### config.mk
export PLATFORM = sky130hd
export DESIGN_NAME = crank_cam_position_sync
export DESIGN_NICKNAME = d
export VERILOG_FILES = /design/src/ccps_pkg.sv /design/src/ccps_ctrl.sv /design/src/ccps_datapath.sv /design/src/crank_cam_position_sync.sv
export SDC_FILE = /design/constraint.sdc
export NUM_CORES = 1
export LEC_CHECK = 0
export BUFFER_PORTS_ARGS = -buffer_cell sky130_fd_sc_hd__buf_2
export CAP_MARGIN = 20
export CORE_ASPECT_RATIO = 0.5
export CORE_MARGIN = 2
export CORE_UTILIZATION = 50
export CTS_BUF_LIST = sky130_fd_sc_hd__clkbuf_8
export DETAILED_ROUTE_END_ITERATION = 8
export GPL_TIMING_DRIVEN = 1
export PLACE_DENSITY = 0.68
export SLEW_MARGIN = 5
export SYNTH_ARGS = -nofsm -noshare
export SYNTH_HDL_FRONTEND = slang
export SYNTH_HIERARCHICAL = 1
export SYNTH_SLANG_ARGS = --single-unit
export TNS_END_PERCENT = 50
### constraint.sdc
create_clock -name clk -period 17.4 [get_ports clk]
set_input_delay 2.61 -clock clk [delete_from_list [all_inputs] [get_ports clk]]
set_output_delay 2.61 -clock clk [all_outputs]
set_load 0.05 [all_outputs]
### src/ccps_pkg.sv
package ccps_pkg;

	localparam logic [1:0] CMD_TOOTH  = 2'd0;
	localparam logic [1:0] CMD_CAM    = 2'd1;
	localparam logic [1:0] CMD_RESYNC = 2'd2;

	localparam logic [2:0] REG_FIRING  = 3'd0;
	localparam logic [2:0] REG_WINDOW  = 3'd1;
	localparam logic [2:0] REG_CONFIRM = 3'd2;
	localparam logic [2:0] REG_EXP_B1I = 3'd3;
	localparam logic [2:0] REG_EXP_B1E = 3'd4;
	localparam logic [2:0] REG_EXP_B2I = 3'd5;
	localparam logic [2:0] REG_EXP_B2E = 3'd6;

	localparam logic [1:0] LEVEL_LOST    = 2'd0;
	localparam logic [1:0] LEVEL_PARTIAL = 2'd1;
	localparam logic [1:0] LEVEL_FULL    = 2'd2;

	localparam logic [20:0] SPEED_NUM = 21'd1666667;
	localparam int unsigned DIV_STEPS = 32;

	typedef enum logic [2:0] {
		ST_IDLE,
		ST_DIV,
		ST_FILT,
		ST_EVENT,
		ST_OUT
	} ctrl_state_t;

	// Commands from the controller to the datapath.
	typedef struct packed {
		logic capture;
		logic div_step;
		logic filt;
		logic apply;
		logic load_out;
	} dp_cmd_t;

	// Status from the datapath to the controller.
	typedef struct packed {
		logic is_tooth;
		logic need_div;
		logic div_last;
	} dp_status_t;

endpackage

### src/ccps_ctrl.sv
module ccps_ctrl
	import ccps_pkg::*;
(
	input  logic       clk,
	input  logic       arst_n,
	input  logic       in_valid,
	output logic       in_stall,
	output logic       out_valid,
	input  logic       out_stall,
	input  dp_status_t status,
	output dp_cmd_t    cmd
);

	ctrl_state_t state_q, state_d;
	logic        out_valid_q, out_valid_d;

	// State and output-valid registers.
	always_ff @(posedge clk or negedge arst_n) begin
		if (!arst_n) begin
			state_q     <= ST_IDLE;
			out_valid_q <= 1'b0;
		end else begin
			state_q     <= state_d;
			out_valid_q <= out_valid_d;
		end
	end

	assign out_valid = out_valid_q;
	assign in_stall  = (state_q != ST_IDLE);

	// Next state and commands.
	always_comb begin
		state_d     = state_q;
		cmd         = '0;
		out_valid_d = out_valid_q;
		if (out_valid_q && !out_stall) out_valid_d = 1'b0;
		unique case (state_q)
			ST_IDLE: begin
				if (in_valid) begin
					cmd.capture = 1'b1;
					state_d     = ST_DIV;
				end
			end
			ST_DIV: begin
				if (status.is_tooth && status.need_div) begin
					cmd.div_step = 1'b1;
					if (status.div_last) state_d = ST_FILT;
				end else begin
					state_d = ST_EVENT;
				end
			end
			ST_FILT: begin
				cmd.filt = 1'b1;
				state_d  = ST_EVENT;
			end
			ST_EVENT: begin
				cmd.apply = 1'b1;
				state_d   = ST_OUT;
			end
			ST_OUT: begin
				if (!out_valid_q || !out_stall) begin
					cmd.load_out = 1'b1;
					out_valid_d  = 1'b1;
					state_d      = ST_IDLE;
				end
			end
			default: state_d = ST_IDLE;
		endcase
	end

	// The result register is only overwritten once its transfer is done.
	property p_no_overwrite;
		@(posedge clk) disable iff (!arst_n)
			(out_valid_q && out_stall) |-> !cmd.load_out;
	endproperty
	a_no_overwrite: assert property (p_no_overwrite) else $error("result overwritten");

	property p_busy_stall;
		@(posedge clk) disable iff (!arst_n)
			cmd.capture |=> in_stall;
	endproperty
	a_busy_stall: assert property (p_busy_stall) else $error("input taken while busy");

	property p_load_valid;
		@(posedge clk) disable iff (!arst_n)
			cmd.load_out |=> out_valid;
	endproperty
	a_load_valid: assert property (p_load_valid) else $error("result not presented");

endmodule

### src/ccps_datapath.sv
module ccps_datapath
	import ccps_pkg::*;
#(
	parameter int CYLINDERS     = 8,
	parameter int CAMS          = 4,
	parameter int TOOTH_DEGREES = 10
) (
	input  logic               clk,
	input  logic               arst_n,
	input  logic               cfg_we,
	input  logic [2:0]         cfg_index,
	input  logic [23:0]        cfg_data,
	input  logic [1:0]         cmd_in,
	input  logic [5:0]         tooth_number,
	input  logic [31:0]        event_time,
	input  logic [1:0]         cam_select,
	input  dp_cmd_t            cmd,
	output dp_status_t         status,
	output logic [9:0]         cycle_angle,
	output logic [31:0]        tooth_period,
	output logic [20:0]        speed_raw,
	output logic [20:0]        speed_filtered,
	output logic [1:0]         sync_level,
	output logic               phase_locked,
	output logic [2:0]         cylinder_now,
	output logic [2:0]         cylinder_next,
	output logic signed [8:0]  cam_phase,
	output logic [31:0]        lock_count
);

	localparam int SLOT_W = (CYLINDERS > 1) ? $clog2(CYLINDERS) : 1;

	// Configuration registers.
	logic [23:0] firing_q;
	logic [7:0]  window_q;
	logic [3:0]  confirm_need_q;
	logic [8:0]  expect_q [4];

	always_ff @(posedge clk or negedge arst_n) begin
		if (!arst_n) begin
			firing_q       <= 24'd5652360;
			window_q       <= 8'd30;
			confirm_need_q <= 4'd2;
			expect_q[0]    <= 9'd25;
			expect_q[1]    <= 9'd185;
			expect_q[2]    <= 9'd205;
			expect_q[3]    <= 9'd15;
		end else if (cfg_we) begin
			unique case (cfg_index)
				REG_FIRING:  firing_q       <= cfg_data;
				REG_WINDOW:  window_q       <= cfg_data[7:0];
				REG_CONFIRM: confirm_need_q <= cfg_data[3:0];
				REG_EXP_B1I: expect_q[0]    <= cfg_data[8:0];
				REG_EXP_B1E: expect_q[1]    <= cfg_data[8:0];
				REG_EXP_B2I: expect_q[2]    <= cfg_data[8:0];
				REG_EXP_B2E: expect_q[3]    <= cfg_data[8:0];
				default: ;
			endcase
		end
	end

	// Captured item.
	logic [1:0]  icmd_q;
	logic [5:0]  itooth_q;
	logic [31:0] itime_q;
	logic [1:0]  icam_q;

	// Engine state.
	logic [31:0] last_time_q, last_period_q, total_q;
	logic        seen_q, phase_ok_q, phase_upper_q, cand_q;
	logic [5:0]  tooth_q;
	logic [20:0] raw_q, smooth_q;
	logic [1:0]  sync_q;
	logic [3:0]  run_q;
	logic [SLOT_W-1:0] slot_q;
	logic [2:0]  cyl_q;
	logic signed [8:0] phase_q;

	// Divider registers: restoring, one quotient bit per resolving step.
	logic [31:0] div_d_q;
	logic [20:0] div_n_q;
	logic [31:0] div_r_q;
	logic [20:0] div_qt_q;
	logic [5:0]  div_cnt_q;

	logic [31:0] period_new;
	assign period_new = seen_q ? (itime_q - last_time_q) : 32'd0;

	assign status.is_tooth = (icmd_q == CMD_TOOTH);
	assign status.need_div = (period_new != 32'd0);
	assign status.div_last = (div_cnt_q == 6'(DIV_STEPS - 1));

	// Cylinder of a firing slot; the slot is at most one past the last one.
	function automatic logic [2:0] cyl_at(input logic [23:0] tab, input logic [3:0] s);
		logic [3:0] w;
		logic [4:0] sh;
		w  = (int'(s) >= CYLINDERS) ? 4'd0 : s;
		sh = 5'(3 * w);
		return 3'(tab >> sh);
	endfunction

	// Angle within a revolution.
	logic [9:0]  angle_now;
	logic [10:0] tooth_deg, ang_w;
	assign tooth_deg = 11'(tooth_q * TOOTH_DEGREES);
	always_comb begin
		ang_w = tooth_deg;
		if (ang_w >= 11'd1440) ang_w = ang_w - 11'd1440;
		if (ang_w >= 11'd720) ang_w = ang_w - 11'd720;
		if (ang_w >= 11'd360) ang_w = ang_w - 11'd360;
		angle_now = ang_w[9:0];
	end

	// Cam deviation, wrapped.
	logic signed [10:0] dev;
	logic [10:0] mag;
	always_comb begin
		dev = $signed({1'b0, angle_now}) - $signed({2'b00, expect_q[icam_q]});
		if (dev > 11'sd180) dev = dev - 11'sd360;
		if (dev < -11'sd180) dev = dev + 11'sd360;
		mag = dev[10] ? 11'(-dev) : 11'(dev);
	end

	logic [32:0] trial;
	assign trial = {div_r_q, div_n_q[20]} - {1'b0, div_d_q};

	logic [22:0] filt_sum;
	assign filt_sum = 23'(smooth_q) * 23'd3 + 23'(div_qt_q);

	always_ff @(posedge clk or negedge arst_n) begin
		if (!arst_n) begin
			last_time_q <= '0; last_period_q <= '0; total_q <= '0;
			seen_q <= 1'b0; phase_ok_q <= 1'b0; phase_upper_q <= 1'b0; cand_q <= 1'b0;
			tooth_q <= '0; raw_q <= '0; smooth_q <= '0; sync_q <= LEVEL_LOST;
			run_q <= '0; slot_q <= '0; cyl_q <= '0; phase_q <= '0;
			div_cnt_q <= '0; div_d_q <= '0; div_n_q <= '0; div_r_q <= '0;
			div_qt_q <= '0;
		end else begin
			if (cmd.capture) begin
				div_cnt_q <= '0;
				div_r_q   <= '0;
				div_n_q   <= SPEED_NUM;
				div_qt_q  <= '0;
			end
			// Division: the divisor loads on the first step and the last 21 steps
			// each resolve one quotient bit.
			if (cmd.div_step) begin
				if (div_cnt_q == 6'd0) div_d_q <= period_new;
				div_cnt_q <= div_cnt_q + 6'd1;
				if (div_cnt_q >= 6'(DIV_STEPS - 21) && div_cnt_q != 6'd0) begin
					if (!trial[32]) begin
						div_r_q  <= trial[31:0];
						div_qt_q <= {div_qt_q[19:0], 1'b1};
					end else begin
						div_r_q  <= {div_r_q[30:0], div_n_q[20]};
						div_qt_q <= {div_qt_q[19:0], 1'b0};
					end
					div_n_q <= {div_n_q[19:0], 1'b0};
				end
			end
			if (cmd.filt) begin
				// The quotient is complete: it becomes the raw speed and feeds the filter.
				raw_q    <= div_qt_q;
				smooth_q <= 21'(filt_sum >> 2);
			end
			if (cmd.apply) begin
				phase_q <= (icmd_q == CMD_CAM && 32'(icam_q) < CAMS) ? 9'(dev) : 9'sd0;
				unique case (icmd_q)
					CMD_TOOTH: begin
						logic [1:0] sm;
						sm = sync_q;
						last_time_q   <= itime_q;
						seen_q        <= 1'b1;
						last_period_q <= period_new;
						tooth_q       <= itooth_q;
						if (phase_ok_q && sm == LEVEL_PARTIAL) begin
							sm = LEVEL_FULL;
							total_q <= total_q + 32'd1;
						end
						if (itooth_q == 6'd0 && sm == LEVEL_FULL) begin
							slot_q <= (32'(slot_q) + 1 >= CYLINDERS) ? '0 : slot_q + 1'b1;
							cyl_q  <= cyl_at(firing_q, 4'(slot_q) + 4'd1);
						end
						if (itooth_q == 6'd0 && sm == LEVEL_LOST) sm = LEVEL_PARTIAL;
						sync_q <= sm;
					end
					CMD_CAM: begin
						if (32'(icam_q) < CAMS) begin
							if (icam_q == 2'd0 && !phase_ok_q) begin
								if (mag > 11'(window_q)) begin
									run_q <= '0;
								end else if (run_q == 4'd0 || (angle_now > 10'd180) != cand_q) begin
									cand_q <= (angle_now > 10'd180);
									run_q  <= 4'd1;
								end else if (run_q + 4'd1 >= confirm_need_q) begin
									phase_upper_q <= cand_q;
									phase_ok_q    <= 1'b1;
									run_q         <= '0;
								end else begin
									run_q <= run_q + 4'd1;
								end
							end
						end
					end
					CMD_RESYNC: begin
						sync_q <= LEVEL_LOST; phase_ok_q <= 1'b0;
						raw_q <= '0; smooth_q <= '0; cyl_q <= '0; slot_q <= '0;
						phase_upper_q <= 1'b0; run_q <= '0; cand_q <= 1'b0;
					end
					default: ;
				endcase
			end
		end
	end

	// Captured item and result registers.
	always_ff @(posedge clk) begin
		if (cmd.capture) begin
			icmd_q   <= cmd_in;
			itooth_q <= tooth_number;
			itime_q  <= event_time;
			icam_q   <= cam_select;
		end
		if (cmd.load_out) begin
			cycle_angle    <= angle_now + ((phase_ok_q && phase_upper_q) ? 10'd360 : 10'd0);
			tooth_period   <= last_period_q;
			speed_raw      <= raw_q;
			speed_filtered <= smooth_q;
			sync_level     <= sync_q;
			phase_locked   <= phase_ok_q;
			cylinder_now   <= cyl_q;
			cylinder_next  <= cyl_at(firing_q, 4'(slot_q) + 4'd1);
			cam_phase      <= phase_q;
			lock_count     <= total_q;
		end
	end

endmodule

### src/crank_cam_position_sync.sv
// Crank and cam position decoder for a 36-2 crank wheel.
// Input channel (in_valid/in_stall): one item per transfer, cmd selects a
// crank tooth, a cam edge or a resync. Output channel (out_valid/out_stall):
// exactly one status result per input item, in order.
// A crank tooth with a nonzero period passes ST_DIV, where the 32-step
// bit-serial speed divider runs, then ST_FILT, ST_EVENT and ST_OUT; any
// other item passes ST_DIV, ST_EVENT and ST_OUT. One item is in work at a
// time; the next transfer can follow in the cycle after the result loads.
// in_stall is high while an item is in work.
// The result sits in an output register; a stalled receiver holds it and the
// next item is worked on meanwhile, waiting only to load its own result.
// The user writes the plain configuration port (cfg_we, cfg_index, cfg_data)
// only while idle; the block does not enforce it. Reset (arst_n low) restores
// the register defaults and clears all engine state; no clearing pass is needed.
module crank_cam_position_sync
	import ccps_pkg::*;
#(
	parameter int CYLINDERS     = 8,
	parameter int CAMS          = 4,
	parameter int TOOTH_DEGREES = 10
) (
	input  logic              clk,
	input  logic              arst_n,
	input  logic              cfg_we,
	input  logic [2:0]        cfg_index,
	input  logic [23:0]       cfg_data,
	input  logic              in_valid,
	output logic              in_stall,
	input  logic [1:0]        cmd,
	input  logic [5:0]        tooth_number,
	input  logic [31:0]       event_time,
	input  logic [1:0]        cam_select,
	output logic              out_valid,
	input  logic              out_stall,
	output logic [9:0]        cycle_angle,
	output logic [31:0]       tooth_period,
	output logic [20:0]       speed_raw,
	output logic [20:0]       speed_filtered,
	output logic [1:0]        sync_level,
	output logic              phase_locked,
	output logic [2:0]        cylinder_now,
	output logic [2:0]        cylinder_next,
	output logic signed [8:0] cam_phase,
	output logic [31:0]       lock_count
);

	dp_cmd_t    dcmd;
	dp_status_t dstat;

	ccps_ctrl u_ctrl (
		.clk, .arst_n, .in_valid, .in_stall, .out_valid, .out_stall,
		.status(dstat), .cmd(dcmd)
	);

	ccps_datapath #(
		.CYLINDERS(CYLINDERS), .CAMS(CAMS), .TOOTH_DEGREES(TOOTH_DEGREES)
	) u_dp (
		.clk, .arst_n, .cfg_we, .cfg_index, .cfg_data,
		.cmd_in(cmd), .tooth_number, .event_time, .cam_select,
		.cmd(dcmd), .status(dstat),
		.cycle_angle, .tooth_period, .speed_raw, .speed_filtered, .sync_level,
		.phase_locked, .cylinder_now, .cylinder_next, .cam_phase, .lock_count
	);

endmodule
-- Word-level counts from Yosys, hierarchy flattened
Cells that the tools add are included.
- add/sub/neg operators: 17
- multipliers: 3
- order comparisons: 12
- equality and inequality tests: 25
- shift operators: 1
- multiplexer cells: 77
- bitwise operators: 1
- reduce and logical (&&, ||, !) cells: 43
- operators with widths (kind ; number):
    $mux 21 ; 12
    $mux 32 ; 5
    $mux 11 ; 5
    $mux 9 ; 4
    $sub 33x32->33 ; 1
    $add 32x1->32 const B ; 1
    $ge 32x4->1 const B ; 1
    $reduce_bool 32->1 ; 1
    $sub 32x32->32 ; 1
    $shr 24x5->3 ; 1
    $add 23x21->23 ; 1
    $mul 21x2->23 const B ; 1
    $mux 1 ; 23
    $sub 11x10->11 const B ; 2
    $mux 3 ; 7
    $mux 4 ; 5
    $reduce_and 2->1 ; 10
    $bmux 9 s2 ; 1
    $pmux 3 s5 ; 1
    $eq 3x2->1 const B ; 4
    $eq 3x3->1 const B ; 4
    $logic_not 6->1 ; 2
    $mux 6 ; 2
    $ne 2x2->1 const B ; 6
    other kinds (49) ; 78
- register bits: 533
- input bits: 74
- logic and storage cells: 222

-- Longest topological paths before layout
- depth after elaboration: 18
- mapped depth: 49
- gate-level depth less buffers: 48

-- By module
The synthesis kept the hierarchy.
- modules (own cells, without submodules) (module ; times used ; cells an instance ; area an instance (um^2)):
    ccps_datapath ; 1 ; 2482 ; 27809.2
    ccps_ctrl ; 1 ; 24 ; 250.2

-- Worst setup path after synthesis
OpenSTA, ideal clock, no wires.
- path kind: reg2reg
- start: register u_dp.tooth_q[1]
- end: register u_dp.phase_upper_q
- library setup time: 125 ps
- arrival time: 9352 ps
- data required time: 17275 ps
- slack: 7923 ps
- cell stages (with the launch flop): 44
- path buffers: 1
- clock period less this slack: 9477 ps
- cells stage by stage: dfrtp_1 ha_1 ha_1 fa_1 inv_1 ha_1 nand4b_1 or3_4 a31oi_4 o21a_2 o21ai_0 nand2_1 o21ai_1 ha_1 a31o_2 inv_1 and4_1 nor2_1 (+8 left out) nand3b_1 a211o_1 a31o_2 a21oi_1 mux2_2 a31oi_1 xnor2_1 ha_1 nor2b_1 o21ai_0 nand2b_1 a21oi_1 o21ai_0 nor3_1 o21ai_0 nor3_1 o211ai_1 mux2_4
- cells in the longest elaborated chain, start to end: 17
- elaborated cells on any way between the ends: 26
- those cells by class: add/sub (7); mul (1); order compare (7); eq/ne (3); mux (6); reduce/logical (2)
- RTL lines (element ; line ; text):
    from (decl) ; ccps_datapath.sv:71 ; logic [5:0] tooth_q;
    from (signal assigned) ; ccps_datapath.sv:175 ; tooth_q <= itooth_q;
    $mul 6x3->9 (*) ; ccps_datapath.sv:105 ; assign tooth_deg = 11'(tooth_q * TOOTH_DEGREES);
    $sub 10x11->11 / $ge 10x11->1 (equally long branches) ; ccps_datapath.sv:108 ; if (ang_w >= 11'd1440) ang_w = ang_w - 11'd1440;
    $mux 11 (*) ; ccps_datapath.sv:108 ;
    $sub 11x10->11 / $ge 11x10->1 (equally long branches) ; ccps_datapath.sv:109 ; if (ang_w >= 11'd720) ang_w = ang_w - 11'd720;
    $mux 11 (*) ; ccps_datapath.sv:109 ;
    $sub 10x9->10 / $ge 11x9->1 (equally long branches) ; ccps_datapath.sv:110 ; if (ang_w >= 11'd360) ang_w = ang_w - 11'd360;
    $mux 10 (*) ; ccps_datapath.sv:110 ;
    $sub 10x9->11 ; ccps_datapath.sv:118 ; dev = $signed({1'b0, angle_now}) - $signed({2'b00, expect_q[icam_q]});
    $sub 11x10->11 / $gt 11x9->1 (equally long branches) ; ccps_datapath.sv:119 ; if (dev > 11'sd180) dev = dev - 11'sd360;
    $mux 11 ; ccps_datapath.sv:119 ;
    $add 11x10->11 / $lt 11x9->1 (equally long branches) ; ccps_datapath.sv:120 ; if (dev < -11'sd180) dev = dev + 11'sd360;
    $mux 11 ; ccps_datapath.sv:120 ;
    $neg 11->11 ; ccps_datapath.sv:121 ; mag = dev[10] ? 11'(-dev) : 11'(dev);
    $mux 11 ; ccps_datapath.sv:121 ;
    $gt 11x8->1 ; ccps_datapath.sv:190 ; if (mag > 11'(window_q)) begin
    $ne 2x2->1 (no line) ; -- ;
    $reduce_and 6->1 (no line) (*) ; -- ;
    to (signal assigned) ; ccps_datapath.sv:196 ; phase_upper_q <= cand_q;
    to (decl) ; ccps_datapath.sv:70 ; logic seen_q, phase_ok_q, phase_upper_q, cand_q;
Every way passes the cells marked *; elsewhere a longest branch is shown, timed or not.
A chain may end at the register's enable or synchronous reset.

-- Final worst setup path
Same ends and word-level chain as after synthesis.

==> impl_metrics.json <==
{
  "outcome": "complete, no violations",
  "crit_top_cell": "o21ai_0",
  "rr_startpoint": "u_dp/tooth_q[1]$_DFFE_PN0P_",
  "fin_crit_sh_pct": 61.9,
  "viasPerCell": 5.42,
  "clock.fmax_mhz": 92.8,
  "remaining_drc_errors": 0,
  "grt_usage_pct": 20.4,
  "grt_pass1_vias": 18836,
  "layout_commonest_cell": "dfrtp_1",
  "port_buffers": 208,
  "synth_compound_area_share_pct": 11.3,
  "tightest_slew_ps": 1040,
  "maxSlewViolCount": 0,
  "cp_slowest_cell": "fa_1",
  "wl_um": 58900,
  "numCtsBuffers": 78,
  "syn_area_mm2": 0.0281,
  "wl_per_cell_um": 16.6,
  "dieArea_mm2": 0.0581,
  "yosys.area_share.simple_pct": 12.8,
  "antenna_found_initial": 3,
  "crit_path_end_kind": "flip-flop",
  "path_max_fanout": 12,
  "ant_nets": 0,
  "root_buffer": "clkbuf_8",
  "firstDrtPassIters": 5,
  "synth_xor_area_share_pct": 4.46,
  "finalHoldViolCount": 0,
  "hold_class": "flip-flop to flip-flop",
  "num_io_pins": 210,
  "utilization_pct": 56.7,
  "yosysWarnings": 6,
  "worstHoldStart": "u_dp/raw_q[2]$_DFF_PN0_",
  "synth_top_family_by_area": "simple AND/OR/NAND/NOR gates",
  "cts_tree": "built",
  "ys.flop_type": "dfrtp_1",
  "setup_slack_ps": 6620,
  "ys_seq_area_share_pct": 50.7,
  "start_util_pct": 50.6,
  "period_needed_ps": 10780,
  "first_iter_violations": 1041,
  "syn-instance-count": 2506,
  "core_mm2": 0.0555,
  "r2r_slack_ps": 6620,
  "relSlewSlack_pct": 30.5,
  "cts_hold_buf": 0,
  "muxShareOfSynthArea_pct": 9.61,
  "clkSlewWorstSetupHoldPaths_ps": 60,
  "place.gp.congestion": 0.849,
  "cap_violations": 0,
  "vias": 19278,
  "setup-tns-final_ps": 0,
  "synth_adder_area_share_pct": 7.79,
  "grt_start_max_net_pins": 78,
  "grt_pass1_wl_um": 96900,
  "slowest_delay_ps": 630,
  "rsz0062_at_grt": "no",
  "overflow": 0,
  "path_class": "flip-flop to flip-flop",
  "dp_slack_ps": 6820,
  "syn_to_final_growth_pct": 12.1,
  "whs_ps": 431,
  "r2r-end": "u_dp/phase_upper_q$_DFFE_PN0P_",
  "fin_nets": 2966,
  "die_h_um": 172,
  "postSynth.asyncResetShare_pct": 67.1,
  "reg2reg_depth": 46,
  "synth_edf_count": 175,
  "synth_cell_types": 104,
  "layout_common_cells": "dfrtp_1, nand2_1, buf_2, o21ai_0, inv_1",
  "cts_num_sinks": 532,
  "crit_arrival_ps": 11290,
  "num_rows": 61,
  "fp.dieW_um": 339,
  "cts_setup_buffers": 0,
  "insertion_delay_ps": 670,
  "cts_buffer_depth": 3,
  "whs_endpoint": "u_dp/speed_raw[2]$_DFFE_PP_",
  "place_hpwl_um": 40900,
  "crit_required_ps": 17920,
  "cts_max_level": 3,
  "skew_ps": 35.2,
  "hold_path_depth": 0,
  "cts-resized-gates": 0,
  "setup_viol": 0,
  "startpoint_type": "flip-flop",
  "drive_gt1_share_pct": 20.5,
  "ys_ff_latch": 532,
  "synth.avg_cell_area_um2": 11.2
}
==> logic make-up after synthesis <==
kind of cell / after synthesis
multiplexers: 221
AND/OR/NAND/NOR: 725
other: 1
XOR/XNOR: 139
flip-flops: 532
buffers and inverters: 237
adder cells (fa/ha/maj): 159
AO/OA/AOI/OAI: 492
==> Yosys cell counts (8+ instances only) <==
| master | instances | share of area, % |
|---|---|---|
| nand3b_1 | 43 | 1.2 |
| clkbuf_1 | 71 | 0.95 |
| mux2_2 | 114 | 4.6 |
| nand2_1 | 251 | 3.4 |
| ha_1 | 133 | 5.9 |
| and2_1 | 13 | 0.29 |
| xnor2_1 | 108 | 3.4 |
| and3_1 | 15 | 0.33 |
| nand4_1 | 21 | 0.47 |
| nor3_1 | 45 | 0.80 |
| o21bai_1 | 16 | 0.43 |
| mux2i_1 | 79 | 2.8 |
| a21oi_1 | 79 | 1.4 |
| o21a_1 | 21 | 0.56 |
| o21ai_0 | 208 | 3.7 |
| dfstp_2 | 34 | 3.2 |
| edfxtp_1 | 175 | 19 |
| nand2b_1 | 53 | 1.2 |
| fa_1 | 26 | 1.9 |
| and4_1 | 8 | 0.25 |
| nor2b_1 | 18 | 0.40 |
| inv_1 | 146 | 2.0 |
| dfrtp_1 | 323 | 29 |
| or2_2 | 11 | 0.25 |
| a31oi_1 | 18 | 0.40 |
| nor3b_1 | 8 | 0.21 |
| nor2_1 | 136 | 1.8 |
| o22ai_1 | 14 | 0.31 |
| xor2_1 | 28 | 0.87 |
| a21o_1 | 13 | 0.35 |
| a211oi_1 | 9 | 0.24 |
| or3_1 | 12 | 0.27 |
| mux4_2 | 27 | 2.2 |
| nand3_1 | 56 | 1.0 |
==> how the worst max path moves through the flow <==
stage                                 from                        endpoint
2_1_floorplan  u_dp/tooth_q[1]$_DFFE_PN0P_  u_dp/phase_upper_q$_DFFE_PN0P_
3_3_place_gp   u_dp/tooth_q[1]$_DFFE_PN0P_  u_dp/phase_upper_q$_DFFE_PN0P_
3_5_place_dp   u_dp/tooth_q[1]$_DFFE_PN0P_  u_dp/phase_upper_q$_DFFE_PN0P_
4_1_cts        u_dp/tooth_q[1]$_DFFE_PN0P_  u_dp/phase_upper_q$_DFFE_PN0P_
5_1_grt        u_dp/tooth_q[1]$_DFFE_PN0P_  u_dp/phase_upper_q$_DFFE_PN0P_
6_report       u_dp/tooth_q[1]$_DFFE_PN0P_  u_dp/phase_upper_q$_DFFE_PN0P_
==> final cells by class <==
cell class | instances | area, um2
Inverter | 149 | 559
Sequential cell | 532 | 14200
Multi-Input combinational cell | 1738 | 13000
Timing Repair Buffer | 234 | 1260
Fill cell | 4799 | 24000
Tap cell | 756 | 946
Antenna cell | 3 | 7.51
Clock buffer | 91 | 1250
Clock inverter | 54 | 248
==> registers in the layout (all words and copies together), names as in the netlist, 24 cells and up <==
name,count
u_dp/last_time_q,32
u_dp/div_r_q,32
u_dp/tooth_period,32
u_dp/expect_q,36
u_dp/lock_count,32
u_dp/firing_q,24
u_dp/div_d_q,32
u_dp/total_q,32
u_dp/itime_q,32
u_dp/last_period_q,32
==> per-stage QoR <==
stage | instances | area, um2
3_5_place_dp | 3407 | 29900
4_1_cts | 3552 | 31400
6_report | 3557 | 31500
5_1_grt | 3557 | 31500
2_1_floorplan | 2507 | 28100
3_3_place_gp | 3407 | 29900
==> critical path, delay by kind of cell (launching register included) <==
family	cells	cell delay, ps
buffers and inverters	1	110
multiplexers	2	720
AND/OR/NAND/NOR	17	3190
flip-flops	1	450
AO/OA/AOI/OAI	19	3790
adder cells (fa/ha/maj)	7	2340
==> per-layer routing <==
metal | part of all wire, % | track usage [%]
met5 | 0 | 0
met2 | 47 | 33.8
met3 | 3.7 | 3.65
met1 | 47 | 27.6
met4 | 2.5 | 6.28
Power is not shown: default switching activity piles up to over one toggle a cycle in this logic, so the estimate is an artifact.
